File: src/hw/rtl/vps_pkg.sv
`default_nettype none
package vps_pkg;

  // Configuration register indexes.
  localparam int CFG_IDX_W = 3;

  typedef enum logic [CFG_IDX_W-1:0] {
    CFG_GRAVITY_Y      = 3'd0,
    CFG_DT_SQUARED     = 3'd1,
    CFG_SCREEN_WIDTH   = 3'd2,
    CFG_SCREEN_HEIGHT  = 3'd3,
    CFG_DAMPING        = 3'd4,
    CFG_REST_THRESHOLD = 3'd5
  } vps_cfg_idx_t;

  // Fixed field widths.
  localparam int POS_W  = 32;
  localparam int PIX_W  = 16;
  localparam int DAMP_W = 16;
  localparam int THR_W  = 31;

  // Register reset values.
  localparam logic [POS_W-1:0]  GRAVITY_Y_RST      = 32'd65536000;
  localparam logic [POS_W-1:0]  DT_SQUARED_RST     = 32'd1193;
  localparam logic [PIX_W-1:0]  SCREEN_WIDTH_RST   = 16'd800;
  localparam logic [PIX_W-1:0]  SCREEN_HEIGHT_RST  = 16'd600;
  localparam logic [DAMP_W-1:0] DAMPING_RST        = 16'd19661;
  localparam logic [THR_W-1:0]  REST_THRESHOLD_RST = 31'd3277;

  // How the previous position is rewritten after the wall checks.
  typedef struct packed {
    logic x_damp;  // previous x = clamped x + damped x velocity
    logic y_damp;  // previous y = clamped y + damped y velocity
    logic y_stop;  // previous y = clamped y, the particle rests on the floor
  } vps_wall_flags_t;

endpackage
`default_nettype wire

File: src/hw/rtl/vps_verlet.sv
`default_nettype none
module vps_verlet (
  input  wire logic [vps_pkg::POS_W-1:0] cx_c,
  input  wire logic [vps_pkg::POS_W-1:0] cy_c,
  input  wire logic [vps_pkg::POS_W-1:0] px,
  input  wire logic [vps_pkg::POS_W-1:0] py,
  input  wire vps_pkg::vps_wall_flags_t  flags,
  input  wire logic [vps_pkg::POS_W-1:0] damp_x,
  input  wire logic [vps_pkg::POS_W-1:0] damp_y,
  input  wire logic [vps_pkg::POS_W-1:0] acc_x,
  input  wire logic [vps_pkg::POS_W-1:0] acc_y,
  output logic      [vps_pkg::POS_W-1:0] new_x,
  output logic      [vps_pkg::POS_W-1:0] new_y
);
  import vps_pkg::*;

  logic [POS_W-1:0] px_c, py_c;

  // Previous position after the wall response.
  assign px_c = flags.x_damp ? (cx_c + damp_x) : px;

  always_comb begin
    if (flags.y_damp) begin
      py_c = cy_c + damp_y;
    end else if (flags.y_stop) begin
      py_c = cy_c;
    end else begin
      py_c = py;
    end
  end

  // Position Verlet step, wrapping at 32 bits.
  assign new_x = cx_c + (cx_c - px_c) + acc_x;
  assign new_y = cy_c + (cy_c - py_c) + acc_y;

endmodule
`default_nettype wire

File: config.mk
export PLATFORM = sky130hd
export DESIGN_NAME = vps_verlet
export DESIGN_NICKNAME = d
export VERILOG_FILES = /design/src/hw/rtl/vps_pkg.sv /design/src/hw/rtl/vps_verlet.sv
export SDC_FILE = /design/constraint.sdc
export NUM_CORES = 1
export LEC_CHECK = 0
export BUFFER_PORTS_ARGS = -buffer_cell sky130_fd_sc_hd__buf_2
export CORE_MARGIN = 2
export CORE_UTILIZATION = 55
export DETAILED_ROUTE_END_ITERATION = 12
export GPL_ROUTABILITY_DRIVEN = 1
export PLACE_DENSITY = 0.95
export SLEW_MARGIN = 30
export SYNTH_ARGS = -nofsm -noshare
export SYNTH_HDL_FRONTEND = slang
export SYNTH_SLANG_ARGS = --single-unit
File: constraint.sdc
create_clock -name vclk -period 13.1
set_input_delay 1.31 -clock vclk [all_inputs]
set_output_delay 1.31 -clock vclk [all_outputs]
set_load 0.1 [all_outputs]
# [Word-level counts from Yosys, hierarchy flattened]
# Cells that the tools add are included.
[word_totals] reg_bits=0 elab_cells=11 out_inout_bits=64 inputBits=259
[op_classes] addsub=8 n_mux=3
[ops] operator="$add A32 B32 Y32" n=6
[ops] operator="$mux W32" n=3
[ops] operator="$sub A32 B32 Y32" n=2

# [Logic depth before layout (Yosys ltp)]
[depth] ltp_word=5 mapped_depth=24 mapped_depth_nobuf=24

# [Worst setup path before layout]
# OpenSTA, ideal clock, no wires.
[synth_path] kind="input -> output" from="input port cx_c[0] (netlist bit)" to="output port new_x[31] (netlist bit)" required_ps=11790 t_arrival_ps=7139 path_buffers=0 path_stages=22 path_slack_ps=4651 path_cell_list="ha_1 > fa_1 > a21oi_1 > o21ai_1 > a21oi_1 > nor4_1 > o21a_1 > o21ai_0 > nand2b_1 > xor2_1 > mux2i_1 > fa_1 > ha_1 > a21oi_1 > o21ai_1 > o41ai_1 > o21ai_0 > a211oi_1 > a21boi_1 > a31oi_1 > o211ai_1 > xnor2_1"
[synth_via] elab_chain_len=5
[synth_lines] element="start, declared" line_no="vps_verlet.sv:3" text="input wire logic [vps_pkg::POS_W-1:0] cx_c,"
[synth_lines] element="$add A32 B32 Y32" line_no="vps_verlet.sv:20" text="assign px_c = flags.x_damp ? (cx_c + damp_x) : px;"
[synth_lines] element="$mux W32" line_no="vps_verlet.sv:20"
[synth_lines] element="$sub A32 B32 Y32" line_no="vps_verlet.sv:33" text="assign new_x = cx_c + (cx_c - px_c) + acc_x;"
[synth_lines] element="$add A32 B32 Y32 * (2 in a row)" line_no="vps_verlet.sv:33"
[synth_lines] element="end, declared" line_no="vps_verlet.sv:12" text="output logic [vps_pkg::POS_W-1:0] new_x,"
# Mark *: on every way between the ends. The rest lies on a longest branch, timed or not.

# [Worst setup path after layout]
[layout_path] from="input port cx_c[0] (netlist bit)" to="output port new_x[29] (netlist bit)"
# Same word-level chain as after synthesis.

==> results.tsv <==
metric	value	unit
syn_area_per_cell	8.03	um^2
die_height	125	um
globalRouteOverflowTotal	0	
synth_common_cells	ha_1, a21oi_1, nor2_1, xnor2_1, fa_1	
netlist_area	7990	um^2
synth_top_area_cell	ha_1	
nClkBuffers	0	
timing.final.hold_violations	0	
port_buffers	323	
cts_setup_buffers	0	
cp.arrival	7.25	ns
irDropWorstVdd	0.285	mV
switching_power	1730	uW
leakage	0.00505	uW
setup_tns	0	ns
power_density	227	nW/um^2
rows	44	
tightest_slew	0.969	ns
synth_top_area_share	19.4	%
final_util	68.1	%
whs_path_depth	5	
grt_setup_unrepaired	false	
seq_cells	0	
synth.distinct_cells	66	
fin_crit	8.56	ns
period_share	65.4	%
cts_hold_buffers	0	
post-place-ws	4.70	ns
grt_usage	32.3	%
post_cts_resized	0	
antenna_left	0	
grt_max_degree	67	
finalSetupViolCount	0	
switching_share	77.5	%
vias_per_cell	6.10	
seqPwrFrac	0	%
die_area	15500	um^2
ios	323	
seq_area_frac_synth	0	%
multi_input_area	7720	um^2
max_freq	117	MHz
status	finished, final reports clean	
yosys_warnings	0	
start_util	55.6	%
worstSetupStartpointType	input port	
slew-limit-headroom	35.4	%
yosysMostFrequentCell	ha_1	
synth.area.top_cells	ha_1, fa_1, xnor2_1	
synth_fp_nets	1442	
required	11.79	ns
routed_wl	26.3	mm
worst-setup-path-type	in2out	
crit_path_end_kind	output pin	
dieWidth	125	um
grt_pass1_vias	9028	
slew_viol_final	0	
worst_slack	4.54	ns
syn2layout_area_growth	22.5	%
syn_inst	995	
core_area	14400	um^2
pwr-share-clk	0	%
p_int	500	uW
grt_pass1_wl	42.3	mm
drc_errors	0	
hold_path.class	in2out	
wl_per_cell	17.7	um
fillers	1170	
drtPass1Iterations	5	
dr.first_iter.drc_count	545	
pwr-share-comb	100.0	%
layout.nets	1749	
place_hpwl	23.0	mm
antenna_found_initial	7	
drv_cap	0	
place_congestion	1.00	
vias	9094	
crit_fanout	5	
drive_gt1_share	26.7	%
seqCellArea	0	um^2
[layout make-up]
class,instances,area share (%)
repair buffers,325,16.7
diodes,7,0.179
well taps,184,2.35
inverters,50,1.92
multi-input cells,925,78.9
[worst paths after layout]
check,start,endpoint,slack (ns)
worst max-delay path,cx_c[0],new_x[29],4.54
worst min-delay path,acc_x[0],new_x[0],3.20
[power groups by stage]
stage	Clock (uW)	Combinational, uW	Sequential, uW
4_1_cts	0	2210	0
5_1_grt	0.0000715	2320	0
6_report	0.0000715	2220	0
3_3_place_gp	0	2170	0
2_1_floorplan	0	1840	0
3_5_place_dp	0	2200	0
[cell families (layout without fill, tap and decap cells)]
group	after synthesis	in the layout	synth area share [%]
AO/OA/AOI/OAI	334	334	27.4
AND/OR/NAND/NOR	229	229	13.7
adder cells (fa/ha/maj)	188	188	35.5
XOR/XNOR	114	114	12.5
buffers and inverters	70	375	3.40
multiplexers	60	60	7.56
other	0	7	0
[stage by stage]
stage               cell area (um^2)  total power [uW]  hold slack, ns  instances
detailed placement              9770              2200            3.21       1484
global route                    9790              2320            3.24       1491
global placement                9770              2170            3.19       1484
finish                          9790              2220            3.20       1491
floorplan                       7990              1840            3.12        995
CTS                             9770              2210            3.21       1484
[routing by layer]
layer | GRT usage (%) | vias to the layer above | part of all wire (%)
met5 | 0 | - | 0
met4 | 14.3 | 0 | 4.9
met3 | 3.48 | 109 | 7.2
met2 | 59.4 | 526 | 50
met1 | 37.7 | 4175 | 38
li1 | - | 4284 | -
[layout by cell type (no fill, tap or decap), drive strengths merged, types with 38 or more instances in the layout]
master,instances
a21o,54
a21oi,109
buf,325
fa,64
ha,124
inv,50
mux2i,57
nand2,38
nor2,84
o21ai,52
xnor2,75
xor2,39
[critical path, cell delays in order]
cell and delay, ns:
buf_2 0.12, ha_1 0.25, fa_1 0.44, a21oi_1 0.32
o21ai_1 0.11, a21oi_1 0.25, nor4_1 0.13, o21a_1 0.23
o21ai_0 0.15, nand2b_1 0.09, xor2_1 0.15, mux2i_1 0.17
fa_1 0.44, ha_1 0.35, a21oi_1 0.18, o21ai_1 0.11
o41ai_1 0.40, o21ai_0 0.17, a211oi_1 0.42, a21boi_1 0.17
a31oi_1 0.43, o21bai_1 0.11, a21oi_1 0.19, xnor2_1 0.13
buf_2 0.44
No activity file was read; power rests on OpenSTA's default activity.
