--- config.mk ---
export PLATFORM = sky130hd
export DESIGN_NAME = vps_wall
export DESIGN_NICKNAME = d
export VERILOG_FILES = /design/src/hw/rtl/vps_pkg.sv /design/src/hw/rtl/vps_wall.sv
export SDC_FILE = /design/constraint.sdc
export NUM_CORES = 1
export LEC_CHECK = 0
export ABC_CLOCK_PERIOD_IN_PS = 9300
export BUFFER_PORTS_ARGS = -buffer_cell sky130_fd_sc_hd__clkbuf_2
export CELL_PAD_IN_SITES_DETAIL_PLACEMENT = 1
export CELL_PAD_IN_SITES_GLOBAL_PLACEMENT = 1
export CORE_MARGIN = 10
export CORE_UTILIZATION = 37
export DETAILED_ROUTE_END_ITERATION = 7
export PLACE_DENSITY = 0.87
export SLEW_MARGIN = 10
export SYNTH_ARGS = -nofsm -noshare
export SYNTH_HDL_FRONTEND = slang
export SYNTH_SLANG_ARGS = --single-unit
--- constraint.sdc ---
create_clock -name vclk -period 9.3
set_input_delay 0.93 -clock vclk [all_inputs]
set_output_delay 0.93 -clock vclk [all_outputs]
set_load 0.05 [all_outputs]
--- src/hw/rtl/vps_pkg.sv ---
`default_nettype none
package vps_pkg;

  // Configuration register indexes.
  localparam int CFG_IDX_W = 3;

  typedef enum logic [CFG_IDX_W-1:0] {
    CFG_GRAVITY_Y      = 3'd0,
    CFG_DT_SQUARED     = 3'd1,
    CFG_SCREEN_WIDTH   = 3'd2,
    CFG_SCREEN_HEIGHT  = 3'd3,
    CFG_DAMPING        = 3'd4,
    CFG_REST_THRESHOLD = 3'd5
  } vps_cfg_idx_t;

  // Fixed field widths.
  localparam int POS_W  = 32;
  localparam int PIX_W  = 16;
  localparam int DAMP_W = 16;
  localparam int THR_W  = 31;

  // Register reset values.
  localparam logic [POS_W-1:0]  GRAVITY_Y_RST      = 32'd65536000;
  localparam logic [POS_W-1:0]  DT_SQUARED_RST     = 32'd1193;
  localparam logic [PIX_W-1:0]  SCREEN_WIDTH_RST   = 16'd800;
  localparam logic [PIX_W-1:0]  SCREEN_HEIGHT_RST  = 16'd600;
  localparam logic [DAMP_W-1:0] DAMPING_RST        = 16'd19661;
  localparam logic [THR_W-1:0]  REST_THRESHOLD_RST = 31'd3277;

  // How the previous position is rewritten after the wall checks.
  typedef struct packed {
    logic x_damp;  // previous x = clamped x + damped x velocity
    logic y_damp;  // previous y = clamped y + damped y velocity
    logic y_stop;  // previous y = clamped y, the particle rests on the floor
  } vps_wall_flags_t;

endpackage
`default_nettype wire

--- src/hw/rtl/vps_wall.sv ---
`default_nettype none
module vps_wall #(
  parameter int FRAC_BITS   = 16,
  parameter int RADIUS_BITS = 8
) (
  input  wire logic [vps_pkg::POS_W-1:0] cx,
  input  wire logic [vps_pkg::POS_W-1:0] cy,
  input  wire logic [vps_pkg::POS_W-1:0] px,
  input  wire logic [vps_pkg::POS_W-1:0] py,
  input  wire logic [RADIUS_BITS-1:0]    radius,
  input  wire logic [vps_pkg::PIX_W-1:0] screen_width,
  input  wire logic [vps_pkg::PIX_W-1:0] screen_height,
  input  wire logic [vps_pkg::THR_W-1:0] rest_threshold,
  output logic      [vps_pkg::POS_W-1:0] cx_c,
  output logic      [vps_pkg::POS_W-1:0] cy_c,
  output logic      [vps_pkg::POS_W-1:0] vx,
  output logic      [vps_pkg::POS_W-1:0] vy,
  output vps_pkg::vps_wall_flags_t       flags
);
  import vps_pkg::*;

  // Width of the exact wall arithmetic: pixel values shifted up plus sign and carry.
  localparam int BW = ((RADIUS_BITS > PIX_W) ? RADIUS_BITS : PIX_W) + FRAC_BITS;
  localparam int TW = ((BW > POS_W) ? BW : POS_W) + 2;

  logic signed [TW-1:0] r_t, w_t, h_t;
  logic signed [TW-1:0] cx_t, cy_t, cx1_t, cy1_t;
  logic signed [TW-1:0] floor_diff, ceil_diff, right_diff, left_diff;
  logic signed [TW-1:0] h_m_r, w_m_r;
  logic [POS_W-1:0] cx1, cy1;
  logic floor_hit, ceil_hit, right_hit, left_hit, fast_hit;

  // Velocity from before the step.
  assign vx = cx - px;
  assign vy = cy - py;

  // Radius and walls in fixed point, never wrapped.
  assign r_t = $signed({{(TW-RADIUS_BITS-FRAC_BITS){1'b0}}, radius, {FRAC_BITS{1'b0}}});
  assign w_t = $signed({{(TW-PIX_W-FRAC_BITS){1'b0}}, screen_width, {FRAC_BITS{1'b0}}});
  assign h_t = $signed({{(TW-PIX_W-FRAC_BITS){1'b0}}, screen_height, {FRAC_BITS{1'b0}}});
  assign cx_t = $signed({{(TW-POS_W){cx[POS_W-1]}}, cx});
  assign cy_t = $signed({{(TW-POS_W){cy[POS_W-1]}}, cy});
  assign h_m_r = h_t - r_t;
  assign w_m_r = w_t - r_t;

  // Floor, then ceiling on the updated y.
  assign floor_diff = cy_t + r_t - h_t;
  assign floor_hit  = !floor_diff[TW-1];
  assign cy1        = floor_hit ? h_m_r[POS_W-1:0] : cy;
  assign cy1_t      = $signed({{(TW-POS_W){cy1[POS_W-1]}}, cy1});
  assign ceil_diff  = cy1_t - r_t;
  assign ceil_hit   = ceil_diff[TW-1] || (ceil_diff == '0);
  assign cy_c       = ceil_hit ? r_t[POS_W-1:0] : cy1;

  // Right wall, then left wall on the updated x.
  assign right_diff = cx_t + r_t - w_t;
  assign right_hit  = !right_diff[TW-1];
  assign cx1        = right_hit ? w_m_r[POS_W-1:0] : cx;
  assign cx1_t      = $signed({{(TW-POS_W){cx1[POS_W-1]}}, cx1});
  assign left_diff  = cx1_t - r_t;
  assign left_hit   = left_diff[TW-1] || (left_diff == '0);
  assign cx_c       = left_hit ? r_t[POS_W-1:0] : cx1;

  // A floor hit rebounds only above the rest speed.
  assign fast_hit = $signed({vy[POS_W-1], vy}) > $signed({2'b00, rest_threshold});

  assign flags.x_damp = right_hit || left_hit;
  assign flags.y_damp = ceil_hit || (floor_hit && fast_hit);
  assign flags.y_stop = floor_hit && !fast_hit && !ceil_hit;

endmodule
`default_nettype wire

# [Word level (Yosys, flattened, before mapping)]
# Cells that the tools add are included.
[word_totals] ram_bits=0 elab_cells=28 input_bits=199 latchBits=0 mem_bits_ro=0 reg_bits=0 memories=0 output_inout_bits=131
[classes] n_lt_le_gt_ge=1 n_div=0 addsub=10 bitwise_logic=0 shift=0 eq_ne=0 reduce_logical=13 mul=0 muxes=4
[op_table] cell="$mux W32" count=4
[op_table] cell="$logic_not A34 Y1" count=2
[op_table] cell="$sub A33 B33 Y34" count=2
[op_table] cell="$add A32 B25 Y33" count=2
[op_table] cell="$sub A32 B25 Y33" count=2
[op_table] cell="$sub A32 B24 Y32" count=2
[op_table] cell="$sub A32 B32 Y32" count=2
[op_table] cell="$gt A32 B32 Y1" count=1
[op_table] cell="$logic_not A1 Y1" count=4
[op_table] cell="$logic_or A1 B1 Y1" count=4
[op_table] cell="$logic_and A1 B1 Y1" count=3

# [Logic depth before layout (Yosys ltp)]
[depth] depth_word=8 mapped_depth=31

# [Least setup slack after synthesis]
# OpenSTA, ideal clock, no wires.
[synth_timing] kind="in2out" from="input port radius[2]" to="output port cy_c[10] (netlist name)" path_stages=31 t_arrival_ns=7.810 t_required_ns=8.370 setup_slack_ns=0.560 cell_sequence="inv_1 fa_1 inv_1 ha_1 o211ai_1 a211oi_1 nand2_1 a211o_1 nand3_1 buf_2 buf_1 clkbuf_1 clkbuf_1 clkbuf_1 nand2_1 o21ai_0 ha_1 inv_1 fa_1 a21o_1 a21oi_1 nand2b_1 o2bb2ai_1 nor4b_4 o21ai_0 a31o_2 o2111ai_2 o31ai_4 buf_6 buf_4 nor3_1"
[synth_between] elab_chain_len=7 elab_cells_between_ends=8 classes_between="add/sub (4); mux (2); reduce/logical (2)"
[synth_lines] element="start, declared" line_no="vps_wall.sv:10" text="input wire logic [RADIUS_BITS-1:0] radius,"
[synth_lines] element="$add A32 B25 Y33" line_no="vps_wall.sv:47" text="assign floor_diff = cy_t + r_t - h_t;"
[synth_lines] element="$sub A33 B33 Y34" line_no="vps_wall.sv:47"
[synth_lines] element="$mux W32" line_no="vps_wall.sv:49" text="assign cy1 = floor_hit ? h_m_r[POS_W-1:0] : cy;"
[synth_lines] element="$sub A32 B25 Y33" line_no="vps_wall.sv:51" text="assign ceil_diff = cy1_t - r_t;"
[synth_lines] element="$logic_not A34 Y1" line_no="vps_wall.sv:52" text="assign ceil_hit = ceil_diff[TW-1] || (ceil_diff == '0);"
[synth_lines] element="$logic_or A1 B1 Y1" line_no="vps_wall.sv:52"
[synth_lines] element="$mux W32 *" line_no="vps_wall.sv:53" text="assign cy_c = ceil_hit ? r_t[POS_W-1:0] : cy1;"
[synth_lines] element="end, declared" line_no="vps_wall.sv:15" text="output logic [vps_pkg::POS_W-1:0] cy_c,"
# Mark *: on every way between the ends. The rest lies on a longest branch, timed or not.

==> flow_metrics.tcl <==
set metrics [dict create \
    outcome "complete, no violations" \
    routed_wl_mm 40.4 \
    crit_path_max_incr_delay_ps 640 \
    startpoint_type "input port" \
    drive_above_1_share 0.231 \
    n_fill_cell 3363 \
    worstPathArrival_ps 7720 \
    core_region_area_um2 25200 \
    portBuffers 328 \
    globalRouteTotalUtil 0.233 \
    tns_ps 0 \
    leakagePower_uw 0.00638 \
    powerDensity_nw_per_um2 112 \
    route.detailed.drc 0 \
    period_share 0.930 \
    grt_overflow 0 \
    synth_area_um2 9450 \
    synth_commonest_cells "208 x inv_1, 201 x ha_1, 97 x a21oi_1" \
    chipHeight_um 180 \
    n_clock_buffer 0 \
    yosys_warnings 0 \
    yosysUniqueCellTypes 82 \
    antenna_left 0 \
    cts_setup_buffers 0 \
    layout.cells.non_filler 1968 \
    ir_drop_v 0.0000939 \
    rsz0062_at_grt "no" \
    die_x_um 180 \
    finalNetCount 2058 \
    design.seq.count 0 \
    cap_violations 0 \
    holdBufCountCts 0 \
    critPathKind "input port to output pin" \
    ys_seq_area_frac 0 \
    slew_headroom 0.367 \
    std_cell_rows 58 \
    firstDrtPassIters 5 \
    synth_top_area_cell "ha_1" \
    initial_core_util 0.375 \
    crit_family "compound AO/OA/AOI/OAI gates" \
    final_max_slew_viol_count 0 \
    grt_max_degree 45 \
    required_ps 8370 \
    grt_pass1_vias 12091 \
    hp-class "input port to output pin" \
    synthCells 1322 \
    first_iter_violations 464 \
    fmax_mhz 116 \
    grt_pass1_wl_mm 63.8 \
    avgSynthCellArea_um2 7.15 \
    dieArea_um2 32300 \
    ctsResizeCount 0 \
    min_period_ps 8650 \
    tightestPinTransition_ps 947 \
    seq_area_um2 0 \
    path_buf_inv 6 \
    synth_top_area_frac 0.266 \
    routedWlPerCell_um 20.5 \
    place_congestion 0.963 \
    place_hpwl_mm 36.5 \
    via_count 11134 \
    area_growth_pct 21.1 \
    path_common_cell "o21ai_0" \
    vias_per_cell 5.66 \
    crit_slowest_cell "o31ai_4" \
    setup_viol 0 \
    synth_area_leaders "ha_1 27%, inv_1 8.3%, xnor2_1 5.7%" \
    critPathCaptureType "output pin" \
    hold_viol 0 \
    yosysMostFrequentCell "inv_1" \
    numPlacedInstances 1964 \
    cp_cell_sequence "clkbuf_2, inv_1, fa_1, inv_1, ha_1, a21oi_1, o21ai_0, a221oi_1, or2_2, nand3_2, buf_4, o21ai_0, ha_1, o21ai_0, a21oi_1, o2bb2ai_1, nand2_1, o41a_1, a211oi_2, o2111ai_2, o31ai_4, buf_4, a311o_1, clkbuf_2" \
    critPathMaxFanout 44 \
    grt_antenna_before_repair 7 \
    ios 330 \
]
-- metal layers --
metal	vias up	share of wire	global-route usage
met2	341	0.50	0.432
li1	5373	-	-
met1	5341	0.41	0.267
met5	-	0.0012	0
met4	6	0.027	0.0615
met3	73	0.060	0.0436
-- logic make-up after synthesis --
| family | after synthesis | synth area share |
|---|---|---|
| xor+xnor | 86 | 0.0797 |
| fa+ha+maj | 223 | 0.313 |
| other cells | 1 | 0.000397 |
| compound gates | 381 | 0.274 |
| mux | 28 | 0.0320 |
| buf+inv | 229 | 0.0941 |
| simple gates | 374 | 0.207 |
-- per-stage QoR --
stage / setup WS (ps) / area (um^2) / util / power, uW / hold WS, ps
after CTS: 714 / 11400 / 0.454 / 1280 / 2330
after floorplan: 560 / 9450 / - / 923 / 2090
after global placement: 947 / 11400 / 0.454 / 1240 / 2320
after global routing: 176 / 11400 / 0.454 / 1390 / 2350
final: 652 / 11400 / 0.454 / 1280 / 2320
after detailed placement: 697 / 11400 / 0.454 / 1280 / 2330
-- tightest hold or removal path: stages --
cell      delay (ps)
clkbuf_2         130
inv_1             60
nor3_1            40
clkbuf_2         230
-- power breakdown --
part | total, uW | switching, uW | leakage (uW) | internal (uW)
Combinational | 1280 | 883 | 0.00638 | 402
Clock | 0.0000577 | 0 | 0.0000000254 | 0.0000576
Sequential | 0 | 0 | 0 | 0
-- path summary, 6_finish.rpt --
path	start	end	slack, ps	cells past startpoint
setup / recovery	radius[4]	flags[1]	650	24
hold / removal	cy[2]	cy_c[2]	2320	4
-- area by class of cell --
cell class	count	area, um^2	share of cell area
inverter	208	781	0.0682
timing repair buffer	332	1670	0.146
multi-input combinational	1094	8570	0.749
tap	330	413	0.0361
antenna	4	10.0	0.000875
-- cell usage in the layout (no fill, tap or decap), types with 16 or more instances in the layout --
cell	count
clkbuf_2	328
inv_1	208
ha_1	201
a21oi_1	97
nand2_1	78
nor2_1	72
o21ai_0	68
a21o_1	65
xnor2_1	62
nor3_1	44
nand3_1	30
nor2b_1	24
xor2_1	24
and2_1	23
fa_1	22
o21a_1	20
a211oi_1	20
nand2b_1	16
(Power assumes the default switching activity.)
